<file path="config.mk">
export PLATFORM = sky130hd
export DESIGN_NAME = codebook_vector_expander_top
export DESIGN_NICKNAME = d
export VERILOG_FILES = /design/src/hw/rtl/cbve_pkg.sv /design/src/hw/rtl/cbve_front.sv /design/src/hw/rtl/cbve_fifo.sv /design/src/hw/rtl/cbve_back.sv /design/src/hw/rtl/codebook_vector_expander_top.sv
export SDC_FILE = /design/constraint.sdc
export NUM_CORES = 1
export LEC_CHECK = 0
export BUFFER_PORTS_ARGS = -buffer_cell sky130_fd_sc_hd__buf_4
export CAP_MARGIN = 20
export CELL_PAD_IN_SITES_DETAIL_PLACEMENT = 1
export CELL_PAD_IN_SITES_GLOBAL_PLACEMENT = 2
export CORE_ASPECT_RATIO = 1.25
export CORE_MARGIN = 5
export CORE_UTILIZATION = 30
export CTS_CLUSTER_SIZE = 10
export DETAILED_ROUTE_END_ITERATION = 10
export GPL_TIMING_DRIVEN = 1
export PLACE_DENSITY = 0.6
export SLEW_MARGIN = 20
export SYNTH_ARGS = -nofsm -noshare
export SYNTH_HDL_FRONTEND = slang
export SYNTH_SLANG_ARGS = --single-unit
</file>
<file path="constraint.sdc">
create_clock -name clk -period 17.2 [get_ports clk]
set_clock_uncertainty 0.2 [all_clocks]
set_input_delay 0 -clock clk [delete_from_list [all_inputs] [get_ports clk]]
set_output_delay 0 -clock clk [all_outputs]
set_load 0.005 [all_outputs]
</file>
<file path="src/hw/rtl/cbve_pkg.sv">
`default_nettype none

package cbve_pkg;

  // Number of entries in one codebook.
  localparam int BOOK_ENTRIES = 256;
  // Entry counter must be able to hold BOOK_ENTRIES itself.
  localparam int ENTRY_W = $clog2(BOOK_ENTRIES + 1);

  // Depth of the vector queue between the parser and the pixel expander.
  localparam int JOB_Q_DEPTH = 4;
  localparam int JOB_Q_PTR_W = $clog2(JOB_Q_DEPTH);
  localparam int JOB_Q_CNT_W = $clog2(JOB_Q_DEPTH + 1);

  // Atom type codes. Bit 0 selects a partial book, bit 1 the smooth book.
  localparam logic [7:0] TYPE_FULL_DETAIL  = 8'h20;
  localparam logic [7:0] TYPE_PART_DETAIL  = 8'h21;
  localparam logic [7:0] TYPE_FULL_SMOOTH  = 8'h22;
  localparam logic [7:0] TYPE_PART_SMOOTH  = 8'h23;

  // One complete codebook vector, ready to be expanded into four pixels.
  typedef struct packed {
    logic [7:0]      entry;
    logic            book;
    logic [3:0][7:0] y;
    logic [7:0]      u;
    logic [7:0]      v;
  } job_t;

endpackage

`default_nettype wire

</file>
<file path="src/hw/rtl/cbve_front.sv">
`default_nettype none

module cbve_front (
  input  wire logic            clk,
  input  wire logic            rst_n,
  input  wire logic [7:0]      data_byte,
  input  wire logic            atom_start,
  input  wire logic            accept,
  output logic                 walking,
  output logic                 q_push,
  output cbve_pkg::job_t       q_job
);

  typedef enum logic [6:0] {
    PH_IDLE = 7'b0000001,
    PH_SIZE = 7'b0000010,
    PH_FULL = 7'b0000100,
    PH_MASK = 7'b0001000,
    PH_WALK = 7'b0010000,
    PH_PVEC = 7'b0100000,
    PH_DONE = 7'b1000000
  } phase_t;

  localparam int EW = cbve_pkg::ENTRY_W;

  phase_t          phase_r, phase_nxt;
  logic [1:0]      hc_r, hc_nxt;
  logic [7:0]      type_r, type_nxt;
  logic [23:0]     vl_r, vl_nxt;
  logic [EW-1:0]   entry_r, entry_nxt;
  logic [31:0]     mask_r, mask_nxt;
  logic [5:0]      bits_r, bits_nxt;
  logic [2:0]      vbc_r, vbc_nxt;
  logic [7:0]      vb_r [5];
  logic            vb_we;

  logic [23:0]     size_w;
  logic [23:0]     rem_after;
  logic [EW-1:0]   room;
  logic [3:0]      lim;
  logic [3:0]      skip;
  logic            found;
  logic            type_ok;

  // Scan of up to eight mask bits per cycle for the next coded entry.
  always_comb begin
    room = EW'(cbve_pkg::BOOK_ENTRIES) - entry_r;
    lim  = 4'd8;
    if (bits_r < 6'd8) lim = 4'(bits_r);
    if (room < EW'(lim)) lim = 4'(room);
    found = 1'b0;
    skip  = lim;
    for (int i = 7; i >= 0; i--) begin
      if ((4'(i) < lim) && mask_r[31 - i]) begin
        found = 1'b1;
        skip  = 4'(i);
      end
    end
  end

  always_comb begin
    phase_nxt = phase_r;
    hc_nxt    = hc_r;
    type_nxt  = type_r;
    vl_nxt    = vl_r;
    entry_nxt = entry_r;
    mask_nxt  = mask_r;
    bits_nxt  = bits_r;
    vbc_nxt   = vbc_r;
    vb_we     = 1'b0;
    q_push    = 1'b0;
    size_w    = {vl_r[15:0], data_byte};
    rem_after = vl_r - 24'd6;
    type_ok   = (data_byte == cbve_pkg::TYPE_FULL_DETAIL) ||
                (data_byte == cbve_pkg::TYPE_PART_DETAIL) ||
                (data_byte == cbve_pkg::TYPE_FULL_SMOOTH) ||
                (data_byte == cbve_pkg::TYPE_PART_SMOOTH);

    if (phase_r == PH_WALK) begin
      if (entry_r >= EW'(cbve_pkg::BOOK_ENTRIES)) begin
        phase_nxt = PH_DONE;
      end else if (bits_r == 6'd0) begin
        phase_nxt = PH_MASK;
        vbc_nxt   = 3'd0;
        mask_nxt  = 32'd0;
      end else begin
        mask_nxt  = mask_r << skip;
        entry_nxt = entry_r + EW'(skip);
        bits_nxt  = bits_r - 6'(skip);
        if (found) begin
          phase_nxt = PH_PVEC;
          vbc_nxt   = 3'd0;
        end
      end
    end else if (accept && atom_start) begin
      type_nxt  = data_byte;
      hc_nxt    = 2'd0;
      vl_nxt    = 24'd0;
      phase_nxt = type_ok ? PH_SIZE : PH_DONE;
    end else if (accept) begin
      unique case (phase_r)
        PH_SIZE: begin
          vl_nxt = size_w;
          hc_nxt = hc_r + 2'd1;
          if (hc_r == 2'd2) begin
            hc_nxt    = 2'd0;
            entry_nxt = '0;
            vbc_nxt   = 3'd0;
            bits_nxt  = 6'd0;
            mask_nxt  = 32'd0;
            if (size_w == 24'd4) begin
              vl_nxt    = 24'd0;
              phase_nxt = PH_DONE;
            end else if (!type_r[0]) begin
              // Bytes after the header; a vector needs six of them.
              vl_nxt    = size_w - 24'd4;
              phase_nxt = (size_w >= 24'd10) ? PH_FULL : PH_DONE;
            end else begin
              vl_nxt    = 24'd0;
              phase_nxt = PH_MASK;
            end
          end
        end
        PH_FULL, PH_PVEC: begin
          if (vbc_r < 3'd5) begin
            vb_we   = 1'b1;
            vbc_nxt = vbc_r + 3'd1;
          end else begin
            q_push    = 1'b1;
            vbc_nxt   = 3'd0;
            entry_nxt = entry_r + EW'(1);
            if (phase_r == PH_FULL) begin
              vl_nxt = rem_after;
              if ((rem_after < 24'd6) ||
                  (entry_r == EW'(cbve_pkg::BOOK_ENTRIES - 1))) begin
                phase_nxt = PH_DONE;
              end
            end else begin
              mask_nxt  = mask_r << 1;
              bits_nxt  = bits_r - 6'd1;
              phase_nxt = PH_WALK;
            end
          end
        end
        PH_MASK: begin
          mask_nxt = {mask_r[23:0], data_byte};
          vbc_nxt  = vbc_r + 3'd1;
          if (vbc_r == 3'd3) begin
            vbc_nxt   = 3'd0;
            bits_nxt  = 6'd32;
            phase_nxt = PH_WALK;
          end
        end
        PH_IDLE, PH_DONE, PH_WALK: begin
        end
        default: begin
        end
      endcase
    end
  end

  always_ff @(posedge clk) begin
    if (!rst_n) begin
      phase_r <= PH_IDLE;
      hc_r    <= 2'd0;
      type_r  <= 8'd0;
      vl_r    <= 24'd0;
      entry_r <= '0;
      mask_r  <= 32'd0;
      bits_r  <= 6'd0;
      vbc_r   <= 3'd0;
    end else begin
      phase_r <= phase_nxt;
      hc_r    <= hc_nxt;
      type_r  <= type_nxt;
      vl_r    <= vl_nxt;
      entry_r <= entry_nxt;
      mask_r  <= mask_nxt;
      bits_r  <= bits_nxt;
      vbc_r   <= vbc_nxt;
    end
  end

  always_ff @(posedge clk) begin
    if (vb_we) begin
      vb_r[vbc_r] <= data_byte;
    end
  end

  always_comb begin
    q_job.entry = 8'(entry_r);
    q_job.book  = type_r[1];
    for (int i = 0; i < 4; i++) begin
      q_job.y[i] = vb_r[i];
    end
    q_job.u = vb_r[4];
    q_job.v = data_byte;
  end

  assign walking = (phase_r == PH_WALK);

`ifndef SYNTHESIS
  a_entry_bound: assert property (@(posedge clk) disable iff (!rst_n)
    entry_r <= EW'(cbve_pkg::BOOK_ENTRIES))
    else $error("entry counter ran past the end of the book");

  a_push_sixth: assert property (@(posedge clk) disable iff (!rst_n)
    q_push |-> (vbc_r == 3'd5 && (phase_r == PH_FULL || phase_r == PH_PVEC)))
    else $error("vector pushed before all six bytes were collected");
`endif

endmodule

`default_nettype wire

</file>
<file path="src/hw/rtl/cbve_fifo.sv">
`default_nettype none

module cbve_fifo (
  input  wire logic            clk,
  input  wire logic            rst_n,
  input  wire logic            push,
  input  wire cbve_pkg::job_t  wr_data,
  output logic                 full,
  input  wire logic            pop,
  output cbve_pkg::job_t       rd_data,
  output logic                 empty
);

  localparam int PW = cbve_pkg::JOB_Q_PTR_W;
  localparam int CW = cbve_pkg::JOB_Q_CNT_W;

  cbve_pkg::job_t  mem [cbve_pkg::JOB_Q_DEPTH];
  logic [PW-1:0]   wr_ptr_r, rd_ptr_r;
  logic [CW-1:0]   count_r;
  logic            wr_en, rd_en;

  assign full    = (count_r == CW'(cbve_pkg::JOB_Q_DEPTH));
  assign empty   = (count_r == '0);
  assign wr_en   = push && !full;
  assign rd_en   = pop && !empty;
  assign rd_data = mem[rd_ptr_r];

  always_ff @(posedge clk) begin
    if (wr_en) begin
      mem[wr_ptr_r] <= wr_data;
    end
  end

  always_ff @(posedge clk) begin
    if (!rst_n) begin
      wr_ptr_r <= '0;
      rd_ptr_r <= '0;
      count_r  <= '0;
    end else begin
      if (wr_en) wr_ptr_r <= wr_ptr_r + PW'(1);
      if (rd_en) rd_ptr_r <= rd_ptr_r + PW'(1);
      unique case ({wr_en, rd_en})
        2'b10:   count_r <= count_r + CW'(1);
        2'b01:   count_r <= count_r - CW'(1);
        default: count_r <= count_r;
      endcase
    end
  end

`ifndef SYNTHESIS
  a_count_bound: assert property (@(posedge clk) disable iff (!rst_n)
    count_r <= CW'(cbve_pkg::JOB_Q_DEPTH))
    else $error("vector queue occupancy exceeds its depth");
`endif

endmodule

`default_nettype wire

</file>
<file path="src/hw/rtl/cbve_back.sv">
`default_nettype none

module cbve_back (
  input  wire logic            clk,
  input  wire logic            rst_n,
  input  wire logic            job_valid,
  input  wire cbve_pkg::job_t  job,
  output logic                 job_pop,
  output logic [7:0]           entry_index,
  output logic                 book_select,
  output logic [1:0]           pixel_pos,
  output logic [7:0]           chan_y_plus_u,
  output logic [7:0]           chan_y_minus_uv,
  output logic [7:0]           chan_y_plus_v,
  output logic                 last_pixel,
  output logic                 empty,
  input  wire logic            pop
);

  logic              out_valid_r;
  logic [1:0]        pix_r;
  logic [7:0]        entry_r, blue_r, green_r, red_r;
  logic              book_r, last_r;
  logic [1:0]        pos_r;

  logic              fire;
  logic signed [10:0] y_s, u2_s, v_s, v2_s, uv_s, blue_s, green_s, red_s;

  function automatic logic [7:0] clip8(input logic signed [10:0] x);
    if (x[10]) begin
      return 8'd0;
    end else if (x[9:8] != 2'b00) begin
      return 8'hFF;
    end else begin
      return x[7:0];
    end
  endfunction

  // Chroma terms are signed bytes; green uses floor((V + 2U) / 2).
  always_comb begin
    y_s     = {3'b000, job.y[pix_r]};
    u2_s    = {{2{job.u[7]}}, job.u, 1'b0};
    v_s     = {{3{job.v[7]}}, job.v};
    v2_s    = {{2{job.v[7]}}, job.v, 1'b0};
    uv_s    = (v_s + u2_s) >>> 1;
    blue_s  = y_s + u2_s;
    green_s = y_s - uv_s;
    red_s   = y_s + v2_s;
  end

  assign fire    = job_valid && (!out_valid_r || pop);
  assign job_pop = fire && (pix_r == 2'd3);

  always_ff @(posedge clk) begin
    if (!rst_n) begin
      out_valid_r <= 1'b0;
      pix_r       <= 2'd0;
    end else begin
      if (fire) begin
        out_valid_r <= 1'b1;
        pix_r       <= pix_r + 2'd1;
      end else if (pop) begin
        out_valid_r <= 1'b0;
      end
    end
  end

  always_ff @(posedge clk) begin
    if (fire) begin
      entry_r <= job.entry;
      book_r  <= job.book;
      pos_r   <= pix_r;
      blue_r  <= clip8(blue_s);
      green_r <= clip8(green_s);
      red_r   <= clip8(red_s);
      last_r  <= (pix_r == 2'd3);
    end
  end

  assign empty           = !out_valid_r;
  assign entry_index     = entry_r;
  assign book_select     = book_r;
  assign pixel_pos       = pos_r;
  assign chan_y_plus_u   = blue_r;
  assign chan_y_minus_uv = green_r;
  assign chan_y_plus_v   = red_r;
  assign last_pixel      = last_r;

`ifndef SYNTHESIS
  a_last_matches_pos: assert property (@(posedge clk) disable iff (!rst_n)
    out_valid_r |-> (last_r == (pos_r == 2'd3)))
    else $error("last pixel flag disagrees with pixel position");

  a_restart_after_pop: assert property (@(posedge clk) disable iff (!rst_n)
    job_pop |=> (pix_r == 2'd0))
    else $error("pixel counter did not wrap after a vector finished");
`endif

endmodule

`default_nettype wire

</file>
<file path="src/hw/rtl/codebook_vector_expander_top.sv">
// Codebook vector expander.
// The input channel takes the bytes of one codebook atom, one per transaction,
// with in_atom_start high on the type byte. A transaction completes on a rising
// edge with push high and full low. Full books and partial books (a 32-bit
// mask word before each group of 32 entries) are parsed, and every complete
// six-byte vector is expanded into four clipped pixels (blue, green, red).
// The result channel looks like a queue: while empty is low the oldest pixel
// is on the out_ ports, and pop with empty low completes the transaction.
// Pixel 0 of a vector passes the vector queue and the output register after its
// sixth byte is taken; the other three follow one per cycle while the receiver
// pops. Bytes are taken one per cycle in full books while the queue has room.
// In partial books the mask scan looks at up to eight mask bits per cycle, so
// full is high after each mask word and after each coded vector while it runs.
// A four-entry vector queue decouples the byte parser from the pixel stage,
// so a stalled receiver only blocks input once that queue fills; full then
// stays high until the head vector is expanded. No result is lost or repeated.
// A synchronous active-low reset returns the parser to idle and empties the
// queue and the output register; nothing needs to be cleared afterwards.
`default_nettype none

module codebook_vector_expander_top (
  input  wire logic        clk,
  input  wire logic        rst_n,
  input  wire logic [7:0]  in_data_byte,
  input  wire logic        in_atom_start,
  input  wire logic        push,
  output logic             full,
  output logic [7:0]       out_entry_index,
  output logic             out_book_select,
  output logic [1:0]       out_pixel_pos,
  output logic [7:0]       out_chan_y_plus_u,
  output logic [7:0]       out_chan_y_minus_uv,
  output logic [7:0]       out_chan_y_plus_v,
  output logic             out_last_pixel,
  output logic             empty,
  input  wire logic        pop
);

  // Handshake between the parser and the vector queue.
  logic            walking;
  logic            accept;
  logic            q_push;
  logic            q_full;
  cbve_pkg::job_t  q_wr_job;

  // Handshake between the vector queue and the pixel stage.
  logic            q_empty;
  logic            q_pop;
  cbve_pkg::job_t  q_rd_job;

  // The parser stalls input while it scans the mask, or when the queue
  // could not take a finished vector.
  assign full   = q_full || walking;
  assign accept = push && !full;

  cbve_front u_front (
    .clk        (clk),
    .rst_n      (rst_n),
    .data_byte  (in_data_byte),
    .atom_start (in_atom_start),
    .accept     (accept),
    .walking    (walking),
    .q_push     (q_push),
    .q_job      (q_wr_job)
  );

  cbve_fifo u_fifo (
    .clk     (clk),
    .rst_n   (rst_n),
    .push    (q_push),
    .wr_data (q_wr_job),
    .full    (q_full),
    .pop     (q_pop),
    .rd_data (q_rd_job),
    .empty   (q_empty)
  );

  // The pixel stage emits one pixel per cycle from the head of the queue
  // and holds its output register while the receiver stalls.
  cbve_back u_back (
    .clk             (clk),
    .rst_n           (rst_n),
    .job_valid       (!q_empty),
    .job             (q_rd_job),
    .job_pop         (q_pop),
    .entry_index     (out_entry_index),
    .book_select     (out_book_select),
    .pixel_pos       (out_pixel_pos),
    .chan_y_plus_u   (out_chan_y_plus_u),
    .chan_y_minus_uv (out_chan_y_minus_uv),
    .chan_y_plus_v   (out_chan_y_plus_v),
    .last_pixel      (out_last_pixel),
    .empty           (empty),
    .pop             (pop)
  );

endmodule

`default_nettype wire

</file>
==> metrics.md, run 1 <==
| Metric | Value |
|---|---|
| Status | `completed` |
| Vias in the first global route | `15.4k` |
| Ys flop type | `edfxtp_1` |
| Initial antenna violation count | `3` |
| Final antenna-violating net count | `0` |
| Clock buffer count from CTS | `50` |
| Cell Pwr Density | `90.1 nW/um^2` |
| Fin crit share | `0.361` |
| CTS Hold Bufs | `13` |
| XOR/XNOR Fraction of Synth Area | `0.0286` |
| FMAX | `161 MHz` |
| CTS sink count | `401` |
| First-pass GRT wire length | `93.4 mm` |
| EDFF count, synth | `304` |
| Adder-Cell Fraction of Synth Area | `0.0446` |
| CP max-delay cell | `dfxtp_1` |
| Post-CTS Resized | `0` |
| Multi-input logic area | `8830 um^2` |
| Worst Path Max Fanout | `21` |
| Reg2reg start | `u_front.entry_r[1]` |
| Yosys top cell area share | `0.445` |
| Initial Util | `0.302` |
| Crit. End Element | `flop` |
| Die area | `73800 um^2` |
| Seq. cell area | `11100 um^2` |
| CTS H-tree depth | `2` |
| # port buffers | `50` |
| Routed len/inst | `22.9 um` |
| Worst Tran Pin Value | `1030 ps` |
| Max_cap viols | `0` |
| DRT iter0 DRCs | `716` |
| Post-Synth Simple-Gate Area | `0.0941` |
| Placeable core area | `68000 um^2` |
| DR DRC count | `0` |
| Yosys top cell by area | `edfxtp_1` |
| Synth Register Bits | `401` |
| Io pins | `51` |
| Die width | `244 um` |
| Ys Warns | `0` |
| CTS tree | `done` |
| Hold Path Origin | `pop` |
| Post-CTS Setup Inserts | `0` |
| Register area share after synthesis | `0.539` |
| Crit path cell chain | `inv_1 > ha_1 > xnor2_1 > ha_1 > or4b_1 > o221a_4 > nor3_1 > nor3b_1 > nor4b_4 > buf_4 > inv_1 > ha_1 > o21ai_0 > nand2b_1 > a2111o_1 > nand2_1 > a21oi_1 > a311oi_1` |
| Initial DRT Pass Iterations | `7` |
| Startpoint types | `flop` |
| Synth top area cells | `edfxtp_1 44%, dfxtp_1 9.5%, mux4_2 7.2%, ha_1 3.8%, mux2i_1 3.4%` |
| DIE HEIGHT | `302 um` |
| Slew Limit Fails | `0` |
| Most used cell, CP | `ha_1` |
| Largest net degree at the start of global routing | `62` |
| GPL Wtd Cong | `0.827` |
| Count leader, synth | `edfxtp_1` |
| Largest family of logic cells by synthesized area | `compound AO/OA/AOI/OAI gates` |
| Worst path max stage delay | `770 ps` |
| Share of cells above drive strength 1 | `0.146` |
| Required @ worst endpoint | `17490 ps` |
| Setup-failing EPs final | `0` |
| HP Class | `input port to flop` |
| RSZ-0062 raised after global routing | `false` |
| Crit path from | `u_front.entry_r[1]` |
| Final Hold Fails | `0` |
| Hpwl dp | `39.9 mm` |
| Post-synthesis async set-or-reset flop share | `0` |
| Setup CP Type | `flop to flop` |
| Vias per inst | `5.40` |
| Synth Cell Area | `20500 um^2` |
| DP Worst Slack | `10970 ps` |
| Static leakage | `7.92 nW` |
| Area grow syn2layout | `14.5%` |
| GRT Util Overall | `0.162` |
| Post-Syn Area per Cell | `12.2 um^2` |
| Clock buffer depth | `3` |
| Max-Slew Margin vs Limit | `0.311` |
| Worst Path Arrival | `6510 ps` |
| Mapped Nets | `1766` |
| Compound-cell area share of the yosys netlist | `0.141` |
| CTS root buf | `clkbuf_16` |
| Post-route setup slack | `10980 ps` |
| Final Util | `0.345` |
| Worst-skew pair later-pin latency | `600 ps` |
| Final setup TNS | `0 ps` |
| Syn Inst Count | `1684` |
| Nets | `1799` |
| Post-synthesis mux area share | `0.117` |
| Ant diodes | `0` |
| Row count | `107` |
| Filler cells | `7282` |
| Top post-synthesis cells by count | `304 x edfxtp_1, 126 x nor2_1, 97 x dfxtp_1, 93 x nand2_1, 83 x clkbuf_1` |
| Total grt overflow | `0` |
| Worst-path clk slew | `60 ps` |
| Worst vdd ir | `0.0711 mV` |
| Minimum clock period | `6220 ps` |
| Distinct cells, synth | `84` |
| Routed wire length | `60.3 mm` |
| Vias | `14.2k` |
## cell families after synthesis
logic type,after synthesis
muxes,155
buffers and inverters,174
DFF,401
AOI/OAI and AO/OA,419
and+or+nand+nor,399
xor gates and xnor gates,67
adders and majority gates,69
## stage by stage
stage                     cell area, um^2  total power (W)  hold WS [ps]  cells
after global placement              21800          0.00115           122   2524
after floorplan                     20500          0.00112          -101   1684
after global routing                23500          0.00220          66.4   2630
final                               23500          0.00212          68.6   2630
after CTS                           23500          0.00216          33.5   2630
after detailed placement            21800          0.00115           125   2524
## layer usage
| metal | up-vias | routed length, um | track usage |
|---|---|---|---|
| met1 | 7299 | 25000 | 0.192 |
| li1 | 6589 | - | - |
| met4 | 0 | 1550 | 0.0469 |
| met2 | 236 | 31700 | 0.305 |
| met3 | 90 | 2090 | 0.0224 |
| met5 | - | 0 | 0 |
## report_power, final
part | internal [W] | switching (W)
clock | 0.000572 | 0.000415
combinational | 0.0000298 | 0.0000575
sequential | 0.00103 | 0.00000833
total | 0.00164 | 0.000481
## cell type report
cell class / instances / share of cell area
Multi-Input combinational cell: 1109 / 0.376
Timing Repair Buffer: 89 / 0.0298
Clock buffer: 77 / 0.0588
Sequential cell: 401 / 0.471
Inverter: 66 / 0.0107
Clock inverter: 16 / 0.00708
Tap cell: 872 / 0.0464
## critical path, delay by kind of cell, from the launching register on
family | cells | cell delay [ps]
AND/OR/NAND/NOR | 6 | 1890
buffers and inverters | 3 | 870
AO/OA/AOI/OAI | 5 | 1130
adder cells (fa/ha/maj) | 3 | 1060
flip-flops | 1 | 770
XOR/XNOR | 1 | 190
## registers in the layout, summed over array words and instances, names as in the netlist, named ones only
name and cells:
u_back.pixel_pos 2, u_front.bits_r 6, u_front.mask_r 32, u_front.hc_r 2, u_fifo.rd_ptr_r 2, u_back.chan_y_plus_v 8
u_back.last_pixel 1, u_back.pix_r 2, u_front.vbc_r 3, u_front.type_r 2, u_back.chan_y_minus_uv 8, u_fifo.mem 228
u_front.phase_r 7, u_back.entry_index 8, u_back.out_valid_r 1, u_front.entry_r 9, u_front.vb_r 40, u_fifo.wr_ptr_r 2
u_back.chan_y_plus_u 8, u_fifo.count_r 3, u_back.book_select 1, u_front.vl_r 24
## layout by cell type, fill, tap and decap left out, drive strengths merged, types with 17 or more instances in the layout
cell,n
mux4,66
a31oi,19
xor2,22
buf,76
a221oi,26
o21ai,80
nand3,30
nor3,41
edfxtp,304
nand2,93
inv,66
a21o,17
ha,62
a22oi,30
xnor2,45
nor2,126
dfxtp,97
a21oi,82
nand2b,17
mux2,19
mux2i,70
o21a,31
clkbuf,77
## final timing paths
kind / endpoint / slack, ps / depth (start not counted)
max: u_front.bits_r[5] / 10980 / 18
min: u_back.out_valid_r / 70 / 5
max reg2reg: u_front.bits_r[5] / 10980 / 18
min reg2reg: u_fifo.mem[0][23] / 290 / 0
No activity file was read; power rests on OpenSTA's default activity.
==> run 2, diff against run 1 <==
--- a/config.mk
+++ b/config.mk
@@ -15,7 +15,7 @@
 export CTS_CLUSTER_SIZE = 10
 export DETAILED_ROUTE_END_ITERATION = 10
 export GPL_TIMING_DRIVEN = 1
-export PLACE_DENSITY = 0.6
+export PLACE_DENSITY = 0.62
 export SLEW_MARGIN = 20
 export SYNTH_ARGS = -nofsm -noshare
 export SYNTH_HDL_FRONTEND = slang
==> constraint.sdc (replaced) <==
create_clock -name clk -period 5.4 [get_ports clk]
set_clock_uncertainty 0.2 [all_clocks]
set_input_delay 0 -clock clk [delete_from_list [all_inputs] [get_ports clk]]
set_output_delay 0 -clock clk [all_outputs]
set_load 0.005 [all_outputs]
==> run 2 against run 1 <==
  * Clock power grew to 3.0 times the previous value
  * Critical path depth rose by 1
  * Via count rose by 0.92%
  * Count of clock-buffer cells in the layout is 7 lower
  * Cell area increased by 1.0%
  * Highest routed layer unchanged
==> metrics.md, run 2 (same netlist as run 1, synthesis figures left out) <==
| Metric | Value |
|---|---|
| Status | `completed` |
| Final Util | `0.349` |
| Static leakage | `8.07 nW` |
| GRT Util Overall | `0.160` |
| # port buffers | `50` |
| Vias | `14.3k` |
| FMAX | `195 MHz` |
| HP Class | `input port to flop` |
| Commonest non-fill, non-tap cell in the layout | `edfxtp_1` |
| Vias in the first global route | `15.6k` |
| Clock Power Share | `0.455` |
| Final setup TNS | `0 ps` |
| DRT iter0 DRCs | `751` |
| Routed len/inst | `22.5 um` |
| Clock buffer count from CTS | `49` |
| CTS tree | `done` |
| Minimum clock period | `5120 ps` |
| Setup-failing EPs final | `0` |
| Initial antenna violation count | `0` |
| Worst Reg-to-Reg Cells | `19` |
| Cell Pwr Density | `279 nW/um^2` |
| DR DRC count | `0` |
| Internal | `0.00515 W` |
| Final antenna-violating net count | `0` |
| Final Hold Fails | `0` |
| Worst-skew pair later-pin latency | `580 ps` |
| Vias per inst | `5.40` |
| First-pass GRT wire length | `93.5 mm` |
| Worst Path Max Fanout | `10` |
| Reg2reg start | `u_front.bits_r[3]` |
| Initial DRT Pass Iterations | `5` |
| Max reg flops | `228` |
| Crit. End Element | `flop` |
| Seq pwr share | `0.502` |
| Max-Slew Margin vs Limit | `0.345` |
| Io pins | `51` |
| Hold path cells | `5` |
| Area grow syn2layout | `15.7%` |
| Routed wire length | `59.9 mm` |
| Startpoint types | `flop` |
| Multi-input logic area | `8830 um^2` |
| Slew Limit Fails | `0` |
| GPL Wtd Cong | `0.808` |
| Worst-path clk slew | `60 ps` |
| Placeable core area | `68000 um^2` |
| Setup CP Type | `flop to flop` |
| Worst reg2reg endpoint | `u_front.entry_r[8]` |
| Initial Util | `0.302` |
| Ant diodes | `0` |
| Psw | `0.00147 W` |
| Clock buffer depth | `3` |
| Nets | `1834` |
| Worst Tran Pin Value | `979 ps` |
| Switching portion of total power | `0.222` |
| Filler cells | `7289` |
| Hold-critical path endpoint | `u_back.out_valid_r` |
| Largest registers | `u_fifo.mem x228, u_front.vb_r x40, u_front.mask_r x32` |
| Required @ worst endpoint | `5620 ps` |
| CTS root buf | `clkbuf_16` |
| DIE HEIGHT | `302 um` |
| Hpwl dp | `41.3 mm` |
| Fin crit share | `0.948` |
| Die area | `73800 um^2` |
| R2r setup slk | `280 ps` |
| Row count | `107` |
| Power Total | `0.00661 W` |
| CTS H-tree depth | `2` |
| Biggest register | `u_fifo.mem` |
| Most frequent cells in the layout | `304 x edfxtp_1, 126 x nor2_1, 104 x buf_4, 94 x dfxtp_1, 93 x nand2_1` |
| Hold Path Origin | `pop` |
| Worst Path Arrival | `5350 ps` |
| Max_cap viols | `0` |
| RSZ-0062 raised after global routing | `false` |
| Largest net degree at the start of global routing | `65` |
| Share of cells above drive strength 1 | `0.161` |
| Comb power frac | `0.043` |
| Total grt overflow | `0` |
| CTS sink count | `401` |
| Die width | `244 um` |
| Worst vdd ir | `0.210 mV` |
| Seq. cell area | `11100 um^2` |
run 2: cell count changes in the layout (fill, tap and decap cells not counted), moves of 2 or more:
cell	before	now
dlygate4sd3_1	13	16
buf_12	0	5
clkbuf_8	3	0
clkbuf_1	24	20
buf_4	76	104
clkinv_16	2	0
run 2: worst max-delay path, stage by stage (launching register included):
cell	delay (ps)
dfxtp_1	400
or3_4	460
clkinv_1	160
nand2_1	120
ha_1	230
or4b_1	520
o221a_4	260
or3_4	460
o32ai_2	280
a221o_1	250
inv_4	70
ha_1	210
fa_1	430
a21o_1	190
a21oi_2	210
nor3_1	80
xnor2_1	140
o221ai_1	130
o21ai_0	120
nor2_1	60
run 2: worst max path at each step:
stage | cells after the start | start | to
2_1_floorplan | 26 | u_front.entry_r[0] | u_front.entry_r[8]
3_3_place_gp | 18 | u_front.bits_r[3] | u_front.bits_r[5]
3_5_place_dp | 15 | u_front.bits_r[3] | u_front.mask_r[4]
4_1_cts | 15 | u_front.bits_r[3] | u_front.mask_r[4]
5_1_grt | 18 | u_front.bits_r[3] | u_front.bits_r[5]
6_report | 19 | u_front.bits_r[3] | u_front.entry_r[8]
run 2: power groups by stage:
stage	clock, W	combinational, W	sequential, W
global route	0.00325	0.000312	0.00332
CTS	0.00311	0.000286	0.00332
floorplan	0	0.000187	0.00337
global placement	0	0.000275	0.00338
detailed placement	0	0.000276	0.00338
finish	0.00301	0.000283	0.00332
run 2: layer usage:
layer  vias up  wire length, um  share of wire  GRT usage
li1       6644                -              -          -
met1      7389            24700           0.41      0.187
met2       225            32000           0.53      0.306
met3        87             1790          0.030     0.0219
met4         0             1420          0.024     0.0456
met5         -                0              0          0
run 2: layout make-up:
type,count,area share
Clock buffer,70,0.0559
Tap cell,872,0.0460
Clock inverter,14,0.00511
Inverter,66,0.0105
Multi-Input combinational cell,1109,0.372
Timing Repair Buffer,125,0.0439
Sequential cell,401,0.467
run 2: per-stage QoR:
| step | hold slack (ps) | instances | setup slack [ps] | area [um^2] |
|---|---|---|---|---|
| after floorplan | -101 | 1684 | 12.5 | 20500 |
| final | 96.1 | 2657 | 278 | 23700 |
| after CTS | 67.8 | 2656 | 157 | 23700 |
| after global placement | 126 | 2556 | 309 | 22100 |
| after detailed placement | 131 | 2556 | 200 | 22100 |
| after global routing | 103 | 2657 | 44.4 | 23700 |
run 2: repair_timing:
action,in CTS,in global routing
endpoints found under the hold margin,121,0
setup endpoints to repair,0,6
gates resized for setup,0,2
setup buffers,0,1
hold buffers,16,0
